<file path="config.mk">
export PLATFORM = sky130hd
export DESIGN_NAME = volume_ghost_merge_address
export DESIGN_NICKNAME = d
export VERILOG_FILES = /design/src/rtl/vgma_pkg.sv /design/src/rtl/volume_ghost_merge_address.sv
export VERILOG_INCLUDE_DIRS = /design/src /design/src/rtl
export SDC_FILE = /design/constraint.sdc
export NUM_CORES = 2
export LEC_CHECK = 0
export BUFFER_PORTS_ARGS = -buffer_cell sky130_fd_sc_hd__clkbuf_2
export CAP_MARGIN = 40
export CORE_MARGIN = 10
export CORE_UTILIZATION = 45
export DETAILED_ROUTE_END_ITERATION = 7
export PLACE_DENSITY = 0.72
export SLEW_MARGIN = 30
export SYNTH_ARGS = -nofsm -noshare
export SYNTH_HDL_FRONTEND = slang
export SYNTH_SLANG_ARGS = --single-unit
</file>
<file path="constraint.sdc">
create_clock -name clk -period 158.6 [get_ports clk]
set_clock_uncertainty 0.05 [all_clocks]
set_input_delay 15.86 -clock clk [delete_from_list [all_inputs] [get_ports clk]]
set_output_delay 15.86 -clock clk [all_outputs]
set_load 0.05 [all_outputs]
</file>
<file path="src/rtl/assert_macros.svh">
// Assertion helpers, clocked on clk.
`ifndef ASSERT_MACROS_SVH
`define ASSERT_MACROS_SVH

// Checked only out of reset.
`define VGMA_ASSERT(label, prop, msg) \
  label: assert property (@(posedge clk) disable iff (!rst_n) prop) else $error(msg);

// Checked on every edge, reset included.
`define VGMA_ASSERT_ALWAYS(label, prop, msg) \
  label: assert property (@(posedge clk) prop) else $error(msg);

`endif

</file>
<file path="src/rtl/vgma_pkg.sv">
package vgma_pkg;

  // Word field widths
  localparam int IDX_W       = 18;
  localparam int COMP_W      = 4;
  localparam int SAMPLE_W    = 64;
  localparam int ADDR_W      = 23;
  localparam int IN_TDATA_W  = 88;
  localparam int OUT_TDATA_W = 88;

  // Configuration port
  localparam int CFG_INDEX_W = 3;
  localparam int CFG_DATA_W  = 7;
  localparam int EXTENT_W    = 7;
  localparam int GHOST_W     = 4;
  localparam int AXIS_W      = 2;
  localparam int NCOMP_W     = 5;

  typedef enum logic [CFG_INDEX_W-1:0] {
    CFG_EXTENT_FIRST    = 3'd0,
    CFG_EXTENT_SECOND   = 3'd1,
    CFG_EXTENT_THIRD    = 3'd2,
    CFG_GHOST_WIDTH     = 3'd3,
    CFG_EXTEND_AXIS     = 3'd4,
    CFG_LOWER_SIDE      = 3'd5,
    CFG_COMPONENT_COUNT = 3'd6
  } cfg_reg_t;

  localparam logic [EXTENT_W-1:0] EXTENT_RST = 7'd1;
  localparam logic [GHOST_W-1:0]  GHOST_RST  = 4'd1;
  localparam logic [AXIS_W-1:0]   AXIS_RST   = 2'd0;
  localparam logic [NCOMP_W-1:0]  NCOMP_RST  = 5'd1;

  // Parameter defaults
  localparam int MAX_EXTENT_DEF     = 64;
  localparam int MAX_GHOST_DEF      = 8;
  localparam int MAX_COMPONENTS_DEF = 16;
  localparam int DIMS_DEF           = 3;
  localparam int DATA_WIDTH_DEF     = 64;

  // Quotient bits resolved per divider stage; divides IDX_W
  localparam int DIV_STEP   = 3;
  localparam int DIV_STAGES = IDX_W / DIV_STEP;

endpackage

</file>
<file path="src/rtl/volume_ghost_merge_address.sv">
// Channel  Dir  Ports                     Word layout
// in_      in   tvalid tready tdata tuser  tdata: component, point_index, sample; tuser: from_ghost
// out_     out  tvalid tready tdata tuser  tdata: dest_address, sample_out; tuser: bad_index
// cfg_     in   valid ready index data     one register per write, always ready
//
// One word per cycle while the output buffer has room. After acceptance a word passes the
// input register, two pipelined restoring dividers (DIV_STEP quotient bits per stage)
// that split the point index, then shift, two multiply-add stages and a two-entry
// output buffer. Reset (rst_n low, synchronous) empties the pipe and loads register
// defaults. The whole pipe holds only while both buffer entries are full.
`include "assert_macros.svh"

module volume_ghost_merge_address #(
  parameter int MAX_EXTENT     = vgma_pkg::MAX_EXTENT_DEF,
  parameter int MAX_GHOST      = vgma_pkg::MAX_GHOST_DEF,
  parameter int MAX_COMPONENTS = vgma_pkg::MAX_COMPONENTS_DEF,
  parameter int DIMS           = vgma_pkg::DIMS_DEF,
  parameter int DATA_WIDTH     = vgma_pkg::DATA_WIDTH_DEF
) (
  input  logic                                clk,
  input  logic                                rst_n,
  input  logic                                in_tvalid,
  output logic                                in_tready,
  // [3:0] component, [21:4] point_index, [85:22] sample
  input  logic [vgma_pkg::IN_TDATA_W-1:0]     in_tdata,
  // [0] from_ghost
  input  logic                                in_tuser,
  output logic                                out_tvalid,
  input  logic                                out_tready,
  // [22:0] dest_address, [86:23] sample_out
  output logic [vgma_pkg::OUT_TDATA_W-1:0]    out_tdata,
  // [0] bad_index
  output logic                                out_tuser,
  input  logic                                cfg_valid,
  output logic                                cfg_ready,
  input  logic [vgma_pkg::CFG_INDEX_W-1:0]    cfg_index,
  input  logic [vgma_pkg::CFG_DATA_W-1:0]     cfg_data
);

  localparam int SMAX   = (MAX_EXTENT > MAX_GHOST) ? MAX_EXTENT : MAX_GHOST;
  localparam int SW     = $clog2(SMAX + 1);
  localparam int XW     = $clog2(MAX_EXTENT + MAX_GHOST + 1);
  localparam int CW     = $clog2(MAX_COMPONENTS + 1);
  localparam int ND     = vgma_pkg::DIV_STAGES;
  localparam int IDX_W  = vgma_pkg::IDX_W;
  localparam int ADDR_W = vgma_pkg::ADDR_W;

  typedef struct packed {
    logic                          vld;
    logic                          ghost;
    logic [vgma_pkg::COMP_W-1:0]   comp;
    logic [DATA_WIDTH-1:0]         smp;
    logic [SW-1:0]                 c0;
    logic [SW-1:0]                 rem;
    logic [IDX_W-1:0]              dq;
  } div_t;

  typedef struct packed {
    logic                          vld;
    logic                          bad;
    logic [vgma_pkg::COMP_W-1:0]   comp;
    logic [DATA_WIDTH-1:0]         smp;
    logic [2:0][XW-1:0]            c;
  } sta_t;

  typedef struct packed {
    logic                          vld;
    logic                          bad;
    logic [vgma_pkg::COMP_W-1:0]   comp;
    logic [DATA_WIDTH-1:0]         smp;
    logic [XW-1:0]                 c0;
    logic [ADDR_W-1:0]             p;
  } stb_t;

  typedef struct packed {
    logic                          vld;
    logic                          bad;
    logic [DATA_WIDTH-1:0]         smp;
    logic [ADDR_W-1:0]             q;
    logic [ADDR_W-1:0]             cofs;
  } stc_t;

  typedef struct packed {
    logic [ADDR_W-1:0]             addr;
    logic [DATA_WIDTH-1:0]         smp;
    logic                          bad;
  } res_t;

  function automatic logic [SW-1:0] clamp_ext(logic [vgma_pkg::EXTENT_W-1:0] v, int hi);
    logic [SW-1:0] r;
    if (v == '0) begin
      r = SW'(1);
    end else if (int'(v) > hi) begin
      r = SW'(hi);
    end else begin
      r = SW'(v);
    end
    return r;
  endfunction

  // Configuration registers
  logic [2:0][vgma_pkg::EXTENT_W-1:0] cfg_ext_r;
  logic [vgma_pkg::GHOST_W-1:0]       cfg_gw_r;
  logic [vgma_pkg::AXIS_W-1:0]        cfg_axis_r;
  logic                               cfg_lower_r;
  logic [vgma_pkg::NCOMP_W-1:0]       cfg_ncomp_r;

  assign cfg_ready = 1'b1;

  always_ff @(posedge clk) begin
    if (!rst_n) begin
      cfg_ext_r   <= {3{vgma_pkg::EXTENT_RST}};
      cfg_gw_r    <= vgma_pkg::GHOST_RST;
      cfg_axis_r  <= vgma_pkg::AXIS_RST;
      cfg_lower_r <= 1'b0;
      cfg_ncomp_r <= vgma_pkg::NCOMP_RST;
    end else if (cfg_valid) begin
      unique case (vgma_pkg::cfg_reg_t'(cfg_index))
        vgma_pkg::CFG_EXTENT_FIRST:    cfg_ext_r[0] <= cfg_data[vgma_pkg::EXTENT_W-1:0];
        vgma_pkg::CFG_EXTENT_SECOND:   cfg_ext_r[1] <= cfg_data[vgma_pkg::EXTENT_W-1:0];
        vgma_pkg::CFG_EXTENT_THIRD:    cfg_ext_r[2] <= cfg_data[vgma_pkg::EXTENT_W-1:0];
        vgma_pkg::CFG_GHOST_WIDTH:     cfg_gw_r     <= cfg_data[vgma_pkg::GHOST_W-1:0];
        vgma_pkg::CFG_EXTEND_AXIS:     cfg_axis_r   <= cfg_data[vgma_pkg::AXIS_W-1:0];
        vgma_pkg::CFG_LOWER_SIDE:      cfg_lower_r  <= cfg_data[0];
        vgma_pkg::CFG_COMPONENT_COUNT: cfg_ncomp_r  <= cfg_data[vgma_pkg::NCOMP_W-1:0];
        default: ;
      endcase
    end
  end

  // Derived geometry, registered
  logic [2:0][SW-1:0]  volc;
  logic [SW-1:0]       gwc;
  logic [1:0]          axisc;
  logic [CW-1:0]       ncompc;

  logic [2:0][SW-1:0]  vol_r;
  logic [2:0][SW-1:0]  srcg_r;
  logic [2:0][XW-1:0]  ext_r;
  logic [1:0]          axis_r;
  logic [XW-1:0]       offv_r;
  logic [XW-1:0]       offg_r;
  logic [CW-1:0]       ncomp_r;
  logic [ADDR_W-1:0]   ext01_r;
  logic [ADDR_W-1:0]   extpts_r;

  always_comb begin
    for (int d = 0; d < 3; d++) begin
      volc[d] = (d >= DIMS) ? SW'(1) : clamp_ext(cfg_ext_r[d], MAX_EXTENT);
    end
    gwc   = clamp_ext(vgma_pkg::EXTENT_W'(cfg_gw_r), MAX_GHOST);
    axisc = (int'(cfg_axis_r) >= DIMS || cfg_axis_r == 2'd3) ? 2'd0 : cfg_axis_r;
    if (cfg_ncomp_r == '0) begin
      ncompc = CW'(1);
    end else if (int'(cfg_ncomp_r) > MAX_COMPONENTS) begin
      ncompc = CW'(MAX_COMPONENTS);
    end else begin
      ncompc = CW'(cfg_ncomp_r);
    end
  end

  always_ff @(posedge clk) begin
    for (int d = 0; d < 3; d++) begin
      vol_r[d]  <= volc[d];
      srcg_r[d] <= (axisc == 2'(d)) ? gwc : volc[d];
      ext_r[d]  <= XW'(volc[d]) + ((axisc == 2'(d)) ? XW'(gwc) : XW'(0));
    end
    axis_r   <= axisc;
    offv_r   <= cfg_lower_r ? XW'(gwc) : XW'(0);
    offg_r   <= cfg_lower_r ? XW'(0) : XW'(volc[axisc]);
    ncomp_r  <= ncompc;
    ext01_r  <= ADDR_W'(ext_r[0]) * ADDR_W'(ext_r[1]);
    extpts_r <= ext01_r * ADDR_W'(ext_r[2]);
  end

  // Pipeline control
  logic       en;
  logic       push;
  logic       pop;
  logic [1:0] cnt_r;
  logic [1:0] cnt_nxt;

  assign en        = (cnt_r != 2'd2);
  assign in_tready = en;

  // Input register and dividers: index / src0, then quotient / src1
  div_t div_r [0:2*ND];

  always_ff @(posedge clk) begin
    if (!rst_n) begin
      div_r[0].vld <= 1'b0;
    end else if (en) begin
      div_r[0].vld   <= in_tvalid;
      div_r[0].ghost <= in_tuser;
      div_r[0].comp  <= in_tdata[3:0];
      div_r[0].smp   <= in_tdata[22 +: DATA_WIDTH];
      div_r[0].c0    <= '0;
      div_r[0].rem   <= '0;
      div_r[0].dq    <= in_tdata[21:4];
    end
  end

  for (genvar k = 1; k <= 2 * ND; k++) begin : g_div
    div_t          nxt;
    logic [SW-1:0] dvs;
    logic [SW:0]   trial;

    always_comb begin
      nxt = div_r[k-1];
      if (k == ND + 1) begin
        nxt.c0  = div_r[k-1].rem;
        nxt.rem = '0;
      end
      if (k <= ND) begin
        dvs = div_r[k-1].ghost ? srcg_r[0] : vol_r[0];
      end else begin
        dvs = div_r[k-1].ghost ? srcg_r[1] : vol_r[1];
      end
      trial = '0;
      for (int j = 0; j < vgma_pkg::DIV_STEP; j++) begin
        trial  = {nxt.rem, nxt.dq[IDX_W-1]};
        nxt.dq = {nxt.dq[IDX_W-2:0], 1'b0};
        if (trial >= {1'b0, dvs}) begin
          trial     = trial - {1'b0, dvs};
          nxt.dq[0] = 1'b1;
        end
        nxt.rem = trial[SW-1:0];
      end
    end

    always_ff @(posedge clk) begin
      if (!rst_n) begin
        div_r[k].vld <= 1'b0;
      end else if (en) begin
        div_r[k] <= nxt;
      end
    end
  end

  // Stage A: range check and shift on the extended axis
  sta_t          sta_r;
  sta_t          sta_nxt;
  div_t          dl;
  logic [SW-1:0] src2;
  logic [XW-1:0] off;

  always_comb begin
    dl   = div_r[2*ND];
    src2 = dl.ghost ? srcg_r[2] : vol_r[2];
    off  = dl.ghost ? offg_r : offv_r;
    sta_nxt.vld  = dl.vld;
    sta_nxt.bad  = (32'(dl.dq) >= 32'(src2)) || (32'(dl.comp) >= 32'(ncomp_r));
    sta_nxt.comp = dl.comp;
    sta_nxt.smp  = dl.smp;
    sta_nxt.c[0] = XW'(dl.c0);
    sta_nxt.c[1] = XW'(dl.rem);
    sta_nxt.c[2] = XW'(dl.dq[SW-1:0]);
    sta_nxt.c[axis_r] = sta_nxt.c[axis_r] + off;
  end

  // Stage B: c1 + e1 * c2
  stb_t stb_r;
  stb_t stb_nxt;

  always_comb begin
    stb_nxt.vld  = sta_r.vld;
    stb_nxt.bad  = sta_r.bad;
    stb_nxt.comp = sta_r.comp;
    stb_nxt.smp  = sta_r.smp;
    stb_nxt.c0   = sta_r.c[0];
    stb_nxt.p    = ADDR_W'(sta_r.c[1]) + ADDR_W'(ext_r[1]) * ADDR_W'(sta_r.c[2]);
  end

  // Stage C: c0 + e0 * p, component offset
  stc_t stc_r;
  stc_t stc_nxt;

  always_comb begin
    stc_nxt.vld  = stb_r.vld;
    stc_nxt.bad  = stb_r.bad;
    stc_nxt.smp  = stb_r.smp;
    stc_nxt.q    = ADDR_W'(stb_r.c0) + ADDR_W'(ext_r[0]) * stb_r.p;
    stc_nxt.cofs = ADDR_W'(stb_r.comp) * extpts_r;
  end

  always_ff @(posedge clk) begin
    if (!rst_n) begin
      sta_r.vld <= 1'b0;
      stb_r.vld <= 1'b0;
      stc_r.vld <= 1'b0;
    end else if (en) begin
      sta_r <= sta_nxt;
      stb_r <= stb_nxt;
      stc_r <= stc_nxt;
    end
  end

  // Two-entry output buffer
  res_t res_new;
  res_t head_r;
  res_t spare_r;

  always_comb begin
    res_new.addr = stc_r.bad ? '0 : (stc_r.q + stc_r.cofs);
    res_new.smp  = stc_r.smp;
    res_new.bad  = stc_r.bad;
  end

  assign push    = en && stc_r.vld;
  assign pop     = out_tvalid && out_tready;
  assign cnt_nxt = cnt_r + 2'(push) - 2'(pop);

  always_ff @(posedge clk) begin
    if (!rst_n) begin
      cnt_r <= 2'd0;
    end else begin
      cnt_r <= cnt_nxt;
    end
  end

  always_ff @(posedge clk) begin
    if (pop && cnt_r == 2'd2) begin
      head_r <= spare_r;
    end else if (push && (cnt_r == 2'd0 || (cnt_r == 2'd1 && pop))) begin
      head_r <= res_new;
    end else if (push && cnt_r == 2'd1) begin
      spare_r <= res_new;
    end
  end

  assign out_tvalid = (cnt_r != 2'd0);
  assign out_tdata  = vgma_pkg::OUT_TDATA_W'({vgma_pkg::SAMPLE_W'(head_r.smp), head_r.addr});
  assign out_tuser  = head_r.bad;

  `VGMA_ASSERT(a_bad_addr_zero, (out_tvalid && out_tuser) |-> (out_tdata[ADDR_W-1:0] == '0), "bad word carries nonzero address")
  `VGMA_ASSERT(a_stall_only_full, !in_tready |-> (out_tvalid && cnt_r == 2'd2), "input held off with buffer space free")
  `VGMA_ASSERT(a_full_drain, (cnt_r == 2'd2 && out_tready) |=> (cnt_r == 2'd1), "full buffer did not drain by one")
  `VGMA_ASSERT_ALWAYS(a_cnt_range, (!rst_n || cnt_r != 2'd3), "output buffer count out of range")

endmodule

</file>
==> impl_metrics.ini <==
[yosys]
seq_area_frac_synth_pct = 64.59
synth_seq_cells = 1892
synth_enable_flop_cells = 1737
yosysWarnings = 0
ys_types = 85
post_synth_instance_area_mm2 = 0.08556
async_reset_ff_share_pct = 0
avgSynthCellArea_um2 = 14.60
yosys_most_used_dff = sky130_fd_sc_hd__edfxtp_1
postSynthCellCount = 5862
synth.net_count = 6716

[timing]
setup_total_negative_slack_ns = 0
final-max-slew-violation-count = 0
hold_violations = 0
tightest_slew_ns = 0.8335
rsz0062_at_grt = false
final.period_utilization_pct = 11.92
period_minus_slack_ns = 18.90
max_freq_mhz = 52.91
maxSlewHeadroom_pct = 44.43
timing.final.setup_violations = 0

[place]
numPortBuffers = 191
gp_congestion = 0.8503
place_inst = 8473
dp_hpwl_mm = 107.1

[detailed_routing]
vias_per_cell = 5.104
post_drt_wl_per_cell_um = 17.61
top_layer = met4
first_pass_iters = 5
met3RoutedLength_mm = 6.193
routed_metal_1_wirelength_mm = 67.06
drt_drc_violations_left = 0
drtAntennaViolNets = 0
num_vias = 45041
finalWirelength_mm = 155.4
met2_wirelength_mm = 77.88
count_of_routing_violations_after_the_opening_detailed_route_iteration = 2796

[finish]
layout-drive-gt1-share_pct = 11.32
layoutNonFillerInstCount = 8824
final_nets = 7031
layout-area-overhead-vs-synth_pct = 12.55
most_common_library_cell_in_the_layout_ignoring_fill_and_taps = sky130_fd_sc_hd__edfxtp_1
layout_common_cells = sky130_fd_sc_hd__edfxtp_1 (1737), sky130_fd_sc_hd__nand2_1 (625), sky130_fd_sc_hd__ha_1 (488), sky130_fd_sc_hd__inv_1 (452), sky130_fd_sc_hd__fa_1 (262)
share_of_the_core_filled_with_cells_pct = 51.12

[worst_setup_path]
regToRegStartpoint = div_r[1][100]$_DFFE_PP_
cp_common_cell = sky130_fd_sc_hd__buf_16
startpoint_type = input port
cp_slowest_stage_delay_ns = 0.67
cell_family_with_the_largest_share_of_critical_path_delay = buffers and inverters
critical_path_class = input port to register
cp_data_arrival_time_ns = 19.35
timing.critical_path.to_type = register
reg2reg_depth = 26
critical_path.slowest_cell = sky130_fd_sc_hd__buf_6
timing.critical_path.required_ns = 159.05
crit_chain = clkbuf_2, nor2b_4, buf_6, buf_12, buf_16, buf_4, buf_16
timing.critical_path.fanout_max = 129
critical_path.reg2reg.endpoint = div_r[1][125]$_DFFE_PP_
timing.critical_path.buf_inv = 6
ff2ff_setup_slack_ns = 150.87

[run]
max_capacitance_violation_count = 0

[clocking]
postCtsResizedCells = 0
cts_root_buffer = sky130_fd_sc_hd__clkbuf_16
numClockSinks = 1892
post_cts.repair.setup_buffers = 0
cts_made_buffers = 187
cts_tree = done
cts_hold_buf = 0
cts-root-to-sink-buffers = 3
worstSkewPairLatency_ns = 0.84
clock_tree.htree_level_count = 4
clkTransAtPathRegs_ns = 0.06

[min_path]
worst_hold_path.endpoint = div_r[1][199]$_DFFE_PP_
hold_path_startpoint = div_r[1][97]$_DFFE_PP_
hp-class = register to register
min_delay_path_depth = 0

[power_and_ir_drop]
power.density_cell_area_mw_per_mm2 = 22.26
worst_ir_drop_vdd_mv = 0.02080
static-leakage-power_nw = 37.90

[global_routing]
grt_max_degree = 197
grt_first_pass_wirelength_mm = 248.5
track_usage_pct = 14.72
total_congestion_overflow = 0
first_global_vias = 46248
antenna_found_initial = 17

[die]
initial_standard_cell_utilization_of_the_core_pct = 45.42
die_h_um = 456.1
horizontal_die_dimension_um = 456.1
die_area_mm2 = 0.2080
i_o_pins = 196
design.core.area_mm2 = 0.1884
rows = 159

[run_status]
outcome = completed
-- metal layers --
layer / vias up / track usage [%]
met5: - / 0
met4: 0 / 4.740
met3: 253 / 2.427
met2: 844 / 25.53
met1: 22233 / 18.82
li1: 21711 / -
-- Yosys cell counts (6+ instances only) --
| cell | instances | area [um2] |
|---|---|---|
| sky130_fd_sc_hd__edfxtp_1 | 1737 | 52160 |
| sky130_fd_sc_hd__nand2_1 | 626 | 2350 |
| sky130_fd_sc_hd__ha_1 | 488 | 6106 |
| sky130_fd_sc_hd__inv_1 | 452 | 1697 |
| sky130_fd_sc_hd__fa_1 | 262 | 5245 |
| sky130_fd_sc_hd__and2_1 | 202 | 1264 |
| sky130_fd_sc_hd__o21ai_0 | 187 | 935.9 |
| sky130_fd_sc_hd__nor2_1 | 185 | 694.4 |
| sky130_fd_sc_hd__xnor2_1 | 175 | 1533 |
| sky130_fd_sc_hd__a21oi_1 | 169 | 845.8 |
| sky130_fd_sc_hd__dfxtp_1 | 155 | 3103 |
| sky130_fd_sc_hd__mux2i_1 | 154 | 1541 |
| sky130_fd_sc_hd__mux2_2 | 148 | 1667 |
| sky130_fd_sc_hd__nor2b_1 | 121 | 757.0 |
| sky130_fd_sc_hd__clkbuf_1 | 96 | 360.4 |
| sky130_fd_sc_hd__a21o_1 | 82 | 615.6 |
| sky130_fd_sc_hd__xor2_1 | 74 | 648.1 |
| sky130_fd_sc_hd__nand2b_1 | 59 | 369.1 |
| sky130_fd_sc_hd__nand3_1 | 46 | 230.2 |
| sky130_fd_sc_hd__nor3_1 | 42 | 210.2 |
| sky130_fd_sc_hd__o21a_1 | 41 | 307.8 |
| sky130_fd_sc_hd__nand4_1 | 30 | 187.7 |
| sky130_fd_sc_hd__o31ai_1 | 30 | 225.2 |
| sky130_fd_sc_hd__and3_1 | 29 | 181.4 |
| sky130_fd_sc_hd__a211oi_1 | 18 | 135.1 |
| sky130_fd_sc_hd__a21boi_0 | 18 | 135.1 |
| sky130_fd_sc_hd__o21bai_1 | 17 | 127.6 |
| sky130_fd_sc_hd__or3_1 | 17 | 106.4 |
| sky130_fd_sc_hd__a31oi_1 | 11 | 68.82 |
| sky130_fd_sc_hd__a21oi_2 | 10 | 87.58 |
| sky130_fd_sc_hd__nor4_1 | 9 | 56.30 |
| sky130_fd_sc_hd__a311oi_1 | 8 | 70.07 |
| sky130_fd_sc_hd__a31o_2 | 8 | 70.07 |
| sky130_fd_sc_hd__buf_2 | 8 | 40.04 |
| sky130_fd_sc_hd__nor3b_1 | 8 | 60.06 |
| sky130_fd_sc_hd__o211a_1 | 8 | 80.08 |
| sky130_fd_sc_hd__o211ai_1 | 8 | 60.06 |
| sky130_fd_sc_hd__o21ai_1 | 8 | 40.04 |
| sky130_fd_sc_hd__a41oi_1 | 7 | 61.31 |
| sky130_fd_sc_hd__or2_2 | 7 | 43.79 |
| sky130_fd_sc_hd__a211o_1 | 6 | 52.55 |
| sky130_fd_sc_hd__and4_1 | 6 | 52.55 |
-- how the worst max path moves through the flow --
stage,endpoint,start,depth (start not counted)
6_report,div_r[0][655]$_DFFE_PP_,rst_n,7
5_1_grt,div_r[0][655]$_DFFE_PP_,rst_n,7
4_1_cts,div_r[0][627]$_DFFE_PP_,rst_n,5
3_5_place_dp,div_r[0][119]$_DFFE_PP_,rst_n,5
3_3_place_gp,div_r[1][189]$_DFFE_PP_,rst_n,5
2_1_floorplan,div_r[0][0]$_DFFE_PP_,rst_n,2
-- flip-flops by register name, indices dropped and copies added, names as in the netlist, 4 cells and up --
| name | count |
|---|---|
| out_tdata | 87 |
| cfg_ncomp_r | 5 |
| res_new | 65 |
| sta_r | 91 |
| ext01_r | 14 |
| stc_r | 47 |
| div_r | 1270 |
| extpts_r | 21 |
| cfg_gw_r | 4 |
| offv_r | 4 |
| vol_r | 21 |
| ext_r | 21 |
| ncomp_r | 5 |
| srcg_r | 21 |
| offg_r | 7 |
| stb_r | 92 |
| spare_r | 88 |
| cfg_ext_r | 21 |
-- area by class of cell --
type                       count  area (um2)
tap                         2495        3122
multi-input combinational   3403       28160
clock inverter               109        1509
sequential                  1892       55260
inverter                     453        1700
fill                       15245       92090
clock buffer                 227        4861
timing repair buffer         240        1675
antenna                        5       12.51
-- where the power goes --
| group | leakage (nW) | switching, mW | total, mW | internal [mW] |
|---|---|---|---|---|
| Clock | 3.07 | 0.188 | 0.450 | 0.262 |
| Sequential | 18.1 | 0.0512 | 0.806 | 0.755 |
| Combinational | 16.8 | 0.484 | 0.887 | 0.403 |
| Total | 37.9 | 0.724 | 2.14 | 1.42 |
-- kinds of logic (layout without fill, tap and decap cells) --
logic type,Yosys count,count (layout),share of synthesized area [%]
multiplexers,304,304,3.792
AND/OR/NAND/NOR,1405,1405,7.859
other,2,7,0.008777
buffers and inverters,567,1029,2.539
adder cells (fa/ha/maj),750,750,13.27
AO/OA/AOI/OAI,693,693,5.399
XOR/XNOR,249,249,2.549
flip-flops,1892,1892,64.59
-- through the flow --
step	cell area, um2	worst slack, ns	total power [mW]	hold WS, ns
6_report	96300	139.70	2.143	0.3266
5_1_grt	96300	139.51	2.291	0.3312
4_1_cts	96100	139.69	2.156	0.3164
3_5_place_dp	89730	138.78	1.692	0.3545
3_3_place_gp	89460	138.11	1.660	0.3502
2_1_floorplan	85560	71.23	1.739	0.3503
Power figures use the tool's default switching activity.
